<file path="src/hdl/scc_pkg.sv">
// Types and constants of the cluster constraint solver.
`default_nettype none
package scc_pkg;
   localparam int unsigned ACC_W = 64;
   localparam logic [1:0] CSR_MAX_ITER = 2'd0;
   localparam logic [1:0] CSR_TOLERANCE = 2'd1;
   localparam logic [1:0] CSR_VEL_MODE = 2'd2;
   localparam logic [7:0] RESET_MAX_ITER = 8'd15;
   localparam logic [31:0] RESET_TOLERANCE = 32'd42950;
   localparam logic signed [63:0] SAT_HI = 64'sd2147483647;
   localparam logic signed [63:0] SAT_LO = -64'sd2147483648;

   function automatic logic signed [31:0] sat32(input logic signed [ACC_W+1:0] x);
      logic signed [31:0] r;
      if (x > SAT_HI) r = 32'sh7fffffff;
      else if (x < SAT_LO) r = 32'sh80000000;
      else r = x[31:0];
      return r;
   endfunction
endpackage
`default_nettype wire

</file>
<file path="src/hdl/scc_control.sv">
// Controller of the solver: loading, sweep sequencing and result emission.
`default_nettype none
module scc_control #(
   parameter int unsigned N = 4
) (
   input  wire logic clock,
   input  wire logic reset,
   input  wire logic req_fire,
   input  wire logic req_last,
   input  wire logic rsp_ready,
   input  wire logic [7:0] max_iter,
   input  wire logic sw_done,
   input  wire logic sw_ok,
   output logic req_ready,
   output logic rsp_valid,
   output logic rsp_last,
   output logic rsp_conv,
   output logic load,
   output logic sw_start,
   output logic [$clog2(N+1)-1:0] wr_idx,
   output logic [$clog2(N+1)-1:0] pair_idx,
   output logic [$clog2(N+1)-1:0] rd_idx
);
   import scc_pkg::*;
   localparam int unsigned IW = $clog2(N+1);
   typedef enum logic [4:0] {
      C_LOAD = 5'b00001, C_ITER = 5'b00010, C_PAIR = 5'b00100,
      C_WAIT = 5'b01000, C_EMIT = 5'b10000
   } cst_type;
   cst_type st_ff;
   logic [IW-1:0] cnt_ff, n_ff, pi_ff, ri_ff;
   logic [7:0] it_ff;
   logic conv_ff, swok_ff;

   assign req_ready = st_ff == C_LOAD;
   assign load = req_fire;
   assign wr_idx = cnt_ff;
   assign pair_idx = pi_ff;
   assign rd_idx = ri_ff;
   assign rsp_valid = st_ff == C_EMIT;
   assign rsp_last = ri_ff == n_ff - IW'(1);
   assign rsp_conv = conv_ff;
   assign sw_start = st_ff == C_PAIR && pi_ff < n_ff;

   always_ff @(posedge clock) begin
      if (reset) begin
         st_ff <= C_LOAD;
         cnt_ff <= '0;
         conv_ff <= 1'b0;
      end else begin
         case (st_ff)
            C_LOAD: if (req_fire) begin
               if (cnt_ff < IW'(N)) cnt_ff <= cnt_ff + IW'(1);
               if (req_last) begin
                  n_ff <= (cnt_ff < IW'(N)) ? cnt_ff + IW'(1) : cnt_ff;
                  cnt_ff <= '0;
                  it_ff <= '0;
                  conv_ff <= 1'b0;
                  st_ff <= C_ITER;
               end
            end
            C_ITER: begin
               if (conv_ff || it_ff >= max_iter) begin
                  ri_ff <= '0;
                  st_ff <= C_EMIT;
               end else begin
                  it_ff <= it_ff + 8'd1;
                  swok_ff <= 1'b1;
                  pi_ff <= IW'(1);
                  st_ff <= C_PAIR;
               end
            end
            C_PAIR: begin
               if (pi_ff < n_ff) st_ff <= C_WAIT;
               else begin
                  conv_ff <= swok_ff;
                  st_ff <= C_ITER;
               end
            end
            C_WAIT: if (sw_done) begin
               if (!sw_ok) swok_ff <= 1'b0;
               pi_ff <= pi_ff + IW'(1);
               st_ff <= C_PAIR;
            end
            C_EMIT: if (rsp_ready) begin
               if (ri_ff == n_ff - IW'(1)) st_ff <= C_LOAD;
               ri_ff <= ri_ff + IW'(1);
            end
            default: st_ff <= C_LOAD;
         endcase
      end
   end
endmodule
`default_nettype wire

</file>
<file path="config.mk">
export PLATFORM = sky130hd
export DESIGN_NAME = scc_control
export DESIGN_NICKNAME = d
export VERILOG_FILES = /design/src/hdl/scc_pkg.sv /design/src/hdl/scc_control.sv
export SDC_FILE = /design/constraint.sdc
export NUM_CORES = 1
export LEC_CHECK = 0
export BUFFER_PORTS_ARGS = -buffer_cell sky130_fd_sc_hd__buf_2
export CORE_ASPECT_RATIO = 1.4
export CORE_UTILIZATION = 55
export CTS_BUF_LIST = sky130_fd_sc_hd__clkbuf_16
export CTS_CLUSTER_SIZE = 16
export DETAILED_ROUTE_END_ITERATION = 12
export PLACE_DENSITY = 0.85
export SLEW_MARGIN = 25
export SYNTH_ARGS = -nofsm -noshare
export SYNTH_HDL_FRONTEND = slang
export SYNTH_SLANG_ARGS = --single-unit
</file>
<file path="constraint.sdc">
create_clock -name clock -period 3 [get_ports clock]
set_input_delay 0.3 -clock clock [delete_from_list [all_inputs] [get_ports clock]]
set_output_delay 0.3 -clock clock [all_outputs]
set_load 0.05 [all_outputs]
</file>
# Yosys cells after proc, flatten, opt, wreduce, memory -nomap -nowiden
# Index checks and enable logic that the tools add are counted.
[totals] register_bits=27 word_cells=74
[op_classes] n_reduce_logical=14 n_bitwise=1 n_eq_ne=15 mux=28 order_cmp=3 n_addsub=5
[ops] cell="2-to-1 mux 5 bit" n=6
[ops] cell="one-hot mux 5 bit (5 select lines)" n=1
[ops] cell="2-to-1 mux 8 bit" n=3
[ops] cell="2-to-1 mux 3 bit" n=6
[ops] cell="inequality test 2 bit (second input constant)" n=8
[ops] cell="one-hot mux 8 bit (2 select lines)" n=1
[ops] cell="AND reduction 4 bit" n=4
[ops] cell="AND reduction 5 bit" n=3
[ops] cell="one-hot mux 3 bit (2 select lines)" n=2
[ops] cell="adder 3 x 1 -> 3 bit (second input constant)" n=3
[ops] cell="adder 8 x 1 -> 8 bit (second input constant)" n=1
[ops] cell="greater-or-equal comparator 8 bit" n=1
[ops] cell="nonzero test 2 bit" n=4
[ops] cell="2-to-1 mux 1 bit" n=6
[ops] cell="== test 5 x 1 -> 1 bit (second input constant)" n=1
[ops] cell="== test 5 x 2 -> 1 bit (second input constant)" n=1
[ops] cell="== test 5 x 3 -> 1 bit (second input constant)" n=1
[ops] cell="== test 5 x 4 -> 1 bit (second input constant)" n=1
[ops] cell="== test 5 bit (second input constant)" n=1
[ops] cell="2-to-1 mux 4 bit" n=1
[ops] cell="one-hot mux 1 bit (2 select lines)" n=2
[ops] cell="== test 3 bit" n=1
[ops] cell="less-than comparator 3 bit" n=1
[ops] cell="less-than comparator 3 bit (second input constant)" n=1
[ops] cell="other kinds (6)" n=6

# Depth between registers and ports, before layout
# Gate-level depths: netlist of the first run.
[logic_depth] word_depth=5 ltp_mapped=7 ltp_nobuf=7

# Worst setup path before layout of the first run
# Ideal clock, no wire load.
[synth_path] kind="reg-to-reg" startpoint="reg ri_ff[2], in the netlist rd_idx[2]" endpoint="reg st_ff[4]" arrival_time_ps=2406 stages_incl_launch_ff=6 setup_slack_ps=461 synth_period_minus_slack_ps=2539 setup_time_ps=132 path_cell_list="edfxtp_1 -> xnor2_1 -> xnor2_1 -> nor3_1 -> a21o_1 -> a21oi_1"
[synth_between] elab_chain_len=3
[synth_lines] element="start, declared" line="scc_control.sv:31" source="logic [IW-1:0] cnt_ff, n_ff, pi_ff, ri_ff;"
[synth_lines] element="start signal, assigned" line="scc_control.sv:87" source="ri_ff <= ri_ff + IW'(1);"
[synth_lines] element="== test 3 bit"
[synth_lines] element="via rsp_last" line="scc_control.sv:16" source="output logic rsp_last,"
[synth_lines] element="inequality test 2 x 1 -> 1 bit (no line)"
[synth_lines] element="AND reduction 5 bit (no line)"
[synth_lines] element="end signal, assigned" line="scc_control.sv:47" source="st_ff <= C_LOAD;"
[synth_lines] element="end signal, assigned" line="scc_control.sv:59" source="st_ff <= C_ITER;"
[synth_lines] element="end signal, assigned" line="scc_control.sv:65" source="st_ff <= C_EMIT;"
[synth_lines] element="end, declared" line="scc_control.sv:30" source="cst_type st_ff;"
# The timed path passes the listed nets, and every way through them passes these cells.
# A chain may end at the register's enable or synchronous reset.

# Worst setup path in the final report of the first run
[layout_path] startpoint="reg it_ff[6]" endpoint="reg it_ff[5], enable pin"
[layout_between] elab_chain_len=4
[layout_lines] element="start, declared" line="scc_control.sv:32" source="logic [7:0] it_ff;"
[layout_lines] element="start signal, assigned" line="scc_control.sv:67" source="it_ff <= it_ff + 8'd1;"
[layout_lines] element="greater-or-equal comparator 8 bit" line="scc_control.sv:63" source="if (conv_ff || it_ff >= max_iter) begin"
[layout_lines] element="logical OR 1 bit" line="scc_control.sv:63"
[layout_lines] element="inequality test 2 bit (no line)"
[layout_lines] element="AND reduction 5 bit (no line)"
# No other way between the ends.

==> results.json, run 1 <==
{
  "dp_cells": 222,
  "vias_per_cell": 5.61,
  "required_ns": 2.89,
  "vias": 1267,
  "r2r.worst_path.cells": 5,
  "min_period_ns": 2.50,
  "finalSetupTns_ns": 0,
  "worst_pin_slew_ns": 0.753,
  "p_leak_nw": 0.824,
  "top_usage_layer": "met2",
  "cts_hold_buf": 0,
  "finalSetupViolations": 0,
  "drc": 0,
  "netlist.area_leader.share_pct": 33.9,
  "cts_setup_buffers": 0,
  "synth_area_um2": 1600,
  "synth_cells": 160,
  "drtIter0Drc": 31,
  "final_common_cell": "buf_2",
  "post-dp-hpwl_um": 2570,
  "grt_util_met2_pct": 43.3,
  "portBuffers": 29,
  "start_kind": "register",
  "area_growth_pct": 15.7,
  "max_freq_mhz": 400,
  "final_cell_count_no_fill": 226,
  "relSlewSlack_pct": 49.8,
  "met3_usage_pct": 2.47,
  "diodes": 0,
  "vdd_ir_drop_max_v": 0.000401,
  "status": "finished, final reports clean",
  "antenna_found_initial": 0,
  "min_path_type": "primary input to register",
  "cts.path.max_buffers": 2,
  "reg2reg_to": "it_ff[5]",
  "ys_warn_count": 0,
  "dpl-instance-area_um2": 1770,
  "cts_buffers": 3,
  "core_um2": 2700,
  "yosysTopAreaCell": "edfxtp_1",
  "r2r_slack_ns": 0.50,
  "place_ws_ns": 0.515,
  "p_per_area_nw_per_um2": 437,
  "grt_pass1_wl_um": 5310,
  "nNetsFinal": 221,
  "firstDrtPassIters": 4,
  "ant_nets": 0,
  "grt_util_met1_pct": 27.4,
  "post-route-period-util_pct": 83.3,
  "path_class": "register to register",
  "dieHeight_um": 65.7,
  "core.rowCount": 22,
  "io_pins": 30,
  "grt_overflow": 0,
  "hold-worst-slack_ns": 0.375,
  "fin_skew_ns": 0.00144,
  "final_cell_mix": "buf_2 (29), nor2_1 (18), edfxtp_1 (18), inv_1 (16), ha_1 (15)",
  "r2r-start": "it_ff[6]",
  "ys.flop_type": "edfxtp_1",
  "clk_pin_slew_ns": 0.06,
  "critPathCaptureType": "register",
  "async_reset_ff_share_pct": 0,
  "rsz0062_at_grt": "no",
  "htreeDepth": 1,
  "cts_tree": "done",
  "synth_edf_count": 18,
  "grt_max_degree": 15,
  "cts_root_buffer": "clkbuf_16",
  "cp_max_fo": 8,
  "worstSetupStartpoint": "it_ff[6]",
  "max_cap_violations": 0,
  "layout-drive-gt1-share_pct": 18.9,
  "die_area_um2": 3120,
  "postLayoutSetupSlackWorst_ns": 0.501,
  "postCtsResizedCells": 0,
  "ys_ff_latch": 27,
  "ys_seq_area_share_pct": 45.2,
  "synth_cell_types": 33,
  "worstSetupEndpoint": "it_ff[5]",
  "final_area_um2": 1850,
  "grt_pass1_vias": 1202,
  "fp.dieW_um": 47.5,
  "avgSynthCellArea_um2": 9.97,
  "yosys-top-cells-area": "edfxtp_1 (34%), ha_1 (12%), dfxtp_1 (11%)",
  "clock_sinks": 27,
  "place_congestion": 0.867,
  "totalWireLength_um": 3330,
  "wl_per_cell_um": 14.7,
  "clk_latency_ns": 0.26,
  "arrival_ns": 2.39,
  "finalHoldViolCount": 0,
  "initial_core_util_pct": 59.1,
  "report.final.slew_viol_count": 0,
  "grt.total_usage_pct": 24.4,
  "syn_nets": 190
}
metrics by stage:
| stage | utilization (%) | total power [mW] |
|---|---|---|
| floorplan | - | 0.489 |
| global placement | 65.5 | 0.509 |
| detailed placement | 65.5 | 0.516 |
| CTS | 68.4 | 0.807 |
| global route | 68.4 | 0.831 |
| finish | 68.4 | 0.807 |
cells in the mapped netlist, types with 2 or more instances:
master,instances
inv_1,15
nand2b_1,3
o21ai_0,4
and3_1,4
nor3_1,4
xor2_1,6
nand3_1,6
a211oi_1,2
o211ai_1,4
and2_1,2
nand2_1,6
buf_4,2
dfxtp_1,9
mux2_2,2
nor2_1,18
and3b_1,2
xnor2_1,8
edfxtp_1,18
ha_1,15
nand3b_1,3
a21oi_1,11
a21o_1,5
final cells by class:
class	count	area, um2
multi-input cells	115	800
clock buffers	3	75.1
clock inverters	1	3.75
well taps	36	45.0
repair buffers	29	145
flip-flops and latches	27	721
inverters	15	56.3
fillers	236	852
flip-flops by register name, indices dropped and copies added, names as in the netlist:
name and cells:
pair_idx 3, swok_ff 1, wr_idx 3, rd_idx 3, st_ff 5, it_ff 8, n_ff 3, rsp_conv 1
per-layer routing:
metal	routed length, um	part of all wire (%)
met5	0	0
met4	89	2.7
met3	106	3.2
met2	1800	54
met1	1330	40
cells by family after synthesis:
family,synth area share (%)
compound gates,11.3
buf+inv,4.71
mux,1.41
flops,45.2
fa+ha+maj,11.8
xor+xnor,7.69
simple gates,18.0
how the worst min path moves through the flow:
stage / from / to / slack [ns] / cells after the start
after floorplan: reset / st_ff[2] / 0.37 / 1
after global placement: rsp_conv / rsp_conv / 0.51 / 2
after detailed placement: rsp_conv / rsp_conv / 0.53 / 2
after CTS: req_last / wr_idx[0] / 0.37 / 3
after global routing: reset / wr_idx[1] / 0.39 / 2
final: req_last / wr_idx[0] / 0.37 / 3
critical path: stages, from the launching register on:
cell      delay, ns
edfxtp_1       0.43
ha_1           0.33
a21o_1         0.17
a211oi_1       0.33
nand3b_1       0.21
a21oi_1        0.66
power by group:
| group | switching [mW] | leakage (nW) | internal (mW) |
|---|---|---|---|
| clock | 0.120 | 0.0423 | 0.178 |
| combinational | 0.0582 | 0.538 | 0.0369 |
| sequential | 0.0102 | 0.244 | 0.404 |
| total | 0.188 | 0.824 | 0.619 |
(Power assumes the default switching activity.)
==> run 2, diff against run 1 <==
--- a/config.mk
+++ b/config.mk
@@ -5,13 +5,14 @@
 export SDC_FILE = /design/constraint.sdc
 export NUM_CORES = 1
 export LEC_CHECK = 0
+export ABC_AREA = 1
 export BUFFER_PORTS_ARGS = -buffer_cell sky130_fd_sc_hd__buf_2
 export CORE_ASPECT_RATIO = 1.4
-export CORE_UTILIZATION = 55
+export CORE_UTILIZATION = 50
 export CTS_BUF_LIST = sky130_fd_sc_hd__clkbuf_16
 export CTS_CLUSTER_SIZE = 16
 export DETAILED_ROUTE_END_ITERATION = 12
-export PLACE_DENSITY = 0.85
+export PLACE_DENSITY = 0.81
 export SLEW_MARGIN = 25
 export SYNTH_ARGS = -nofsm -noshare
 export SYNTH_HDL_FRONTEND = slang
==> constraint.sdc (replaced) <==
create_clock -name clock -period 2.05 [get_ports clock]
set_input_delay 0.205 -clock clock [delete_from_list [all_inputs] [get_ports clock]]
set_output_delay 0.205 -clock clock [all_outputs]
set_load 0.05 [all_outputs]
==> run 2 against run 1 <==
Via count grew 13%. Largest power group is now combinational logic. Clock power grew 46%. Critical endpoint is now sw_start. Critical path type is now register to output pin. Die area grew 20%.
==> results.json, run 2 <==
{
  "min_path_type": "primary input to register",
  "nNetsFinal": 284,
  "drtIter0Drc": 36,
  "ys_ff_latch": 27,
  "met1_length_um": 1450,
  "synth.most_common_cell": "nand2_1",
  "postCtsResizedCells": 0,
  "worstSetupPathDepth": 5,
  "crit_path_max_incr_delay_ns": 0.42,
  "grt.total_usage_pct": 18.8,
  "avgSynthCellArea_um2": 8.00,
  "r2r.worst_path.cells": 7,
  "required_ns": 1.85,
  "yosysTopAreaCell": "edfxtp_1",
  "area_growth_pct": 16.2,
  "cp_max_fo": 3,
  "worstSetupStartpoint": "pair_idx[2]",
  "diodes": 0,
  "hp-start": "reset",
  "final_cell_count_no_fill": 293,
  "wl_per_cell_um": 10.9,
  "post-dp-hpwl_um": 2530,
  "dpl-instance-area_um2": 1960,
  "layout-drive-gt1-share_pct": 22.9,
  "cts_hold_buf": 0,
  "routed.top_layer": "met4",
  "ys_seq_area_share_pct": 41.1,
  "yosys-top-cells-area": "edfxtp_1 (31%), ha_1 (11%), dfxtp_1 (10%)",
  "initial_core_util_pct": 52.4,
  "rsz0062_at_grt": "no",
  "ant_nets": 0,
  "die_area_um2": 3750,
  "synth_edf_count": 18,
  "portBuffers": 29,
  "ys.flop_type": "edfxtp_1",
  "p_leak_nw": 1.06,
  "path_class": "register to output pin",
  "dp_cells": 289,
  "netlist.area_leader.share_pct": 30.8,
  "fp.dieW_um": 52.0,
  "met3_length_um": 86,
  "relSlewSlack_pct": 72.7,
  "clock_sinks": 27,
  "start_kind": "register",
  "firstDrtPassIters": 4,
  "met2_length_um": 1590,
  "post-route-period-util_pct": 92.2,
  "r2r-start": "it_ff[5]",
  "reg_top3": "it_ff x8, st_ff x5",
  "ys_warn_count": 0,
  "drc": 0,
  "finalSetupTns_ns": 0,
  "dieHeight_um": 72.1,
  "syn_nets": 249,
  "grt_overflow": 0,
  "grt_pass1_vias": 1265,
  "antenna_found_initial": 0,
  "totalWireLength_um": 3180,
  "min_period_ns": 1.89,
  "io_pins": 30,
  "cts.path.max_buffers": 2,
  "htreeDepth": 1,
  "core.rowCount": 25,
  "finalSetupViolations": 0,
  "top_register": "it_ff",
  "core_um2": 3350,
  "synth_cells": 219,
  "worstSetupEndpoint": "sw_start",
  "arrival_ns": 1.68,
  "clk_pin_slew_ns": 0.06,
  "place_congestion": 0.756,
  "clk_latency_ns": 0.26,
  "r2r_slack_ns": 0.21,
  "fin_skew_ns": 0.00311,
  "cts_buffers": 3,
  "final_cell_mix": "nand2_1 (46), inv_1 (41), nor2_1 (29), buf_2 (29), edfxtp_1 (18)",
  "synth.top_cells.by_count": "nand2_1 (46), inv_1 (40), nor2_1 (30)",
  "max_cap_violations": 0,
  "vias_per_cell": 4.88,
  "path_buf_inv": 1,
  "p_per_area_nw_per_um2": 1100,
  "report.final.slew_viol_count": 0,
  "status": "finished, final reports clean",
  "final_common_cell": "nand2_1",
  "cts_setup_buffers": 0,
  "reg2reg_to": "it_ff[1]",
  "synth_area_um2": 1750,
  "max_freq_mhz": 529,
  "cts_tree": "done",
  "critPathCaptureType": "output pin",
  "path_cells": "ha_1, a21oi_1, o21ai_0, nor2_2, buf_2",
  "final_area_um2": 2040,
  "synth_cell_types": 25,
  "largest_register_ffs": 8,
  "worst_pin_slew_ns": 0.406,
  "vdd_ir_drop_max_v": 0.00137,
  "grt_max_degree": 15,
  "p_total_mw": 2.23,
  "grt_pass1_wl_um": 5290,
  "vias": 1431,
  "cts_root_buffer": "clkbuf_16",
  "finalHoldViolCount": 0,
  "cpLargestDelayFamily": "flip-flops",
  "critPathSlowestCell": "edfxtp_1",
  "async_reset_ff_share_pct": 0
}
-- run 2: cell count changes in the layout (fill, tap and decap cells not counted), moves of 5 or more --
cell / previous run / this run
a21o_1: 5 / 0
inv_1: 16 / 41
inv_2: 0 / 5
nand2_1: 6 / 46
nand3_2: 0 / 5
nor2_1: 18 / 29
nor2_2: 0 / 5
xor2_1: 6 / 0
-- run 2: cells by family after synthesis --
family / after synthesis / share of synthesized area (%)
adder cells (fa/ha/maj): 15 / 10.7
XOR/XNOR: 5 / 2.50
AND/OR/NAND/NOR: 108 / 30.3
buffers and inverters: 46 / 10.1
AO/OA/AOI/OAI: 18 / 5.35
flip-flops: 27 / 41.1
-- run 2: area by class of cell --
cell class,instances,area (um2)
multi-input combinational,146,858
timing repair buffer,31,160
clock inverter,1,3.75
sequential,27,721
fill,302,1310
clock buffer,3,75.1
tap,40,50.0
inverter,45,169
-- run 2: metal layers --
metal | vias up | global-route usage (%)
met3 | 5 | 1.89
met4 | 0 | 8.11
li1 | 767 | -
met1 | 637 | 23.1
met2 | 22 | 32.6
met5 | - | 0
-- run 2: power breakdown --
group | switching [mW] | internal, mW
logic | 0.671 | 0.314
registers | 0.101 | 0.714
clock network | 0.173 | 0.261
total | 0.945 | 1.29
-- run 2: worst min path at each step --
| stage | end | cells past startpoint |
|---|---|---|
| floorplan | wr_idx[0] | 1 |
| global placement | wr_idx[0] | 2 |
| detailed placement | wr_idx[0] | 2 |
| CTS | wr_idx[0] | 2 |
| global route | wr_idx[0] | 2 |
| finish | wr_idx[0] | 2 |
-- run 2: through the flow --
step	setup WS, ns	util [%]	hold WS, ns
floorplan	0.118	-	0.274
global placement	0.300	58.5	0.446
detailed placement	0.228	58.5	0.447
CTS	0.138	60.9	0.173
global route	0.0389	60.9	0.174
finish	0.160	60.9	0.175
-- run 2: worst register-to-register path: cells and delay by family, from the launching register on --
family	cells	cell delay (ns)
simple gates	3	0.32
compound gates	2	0.33
fa+ha+maj	1	0.31
flops	1	0.41
buf+inv	1	0.17
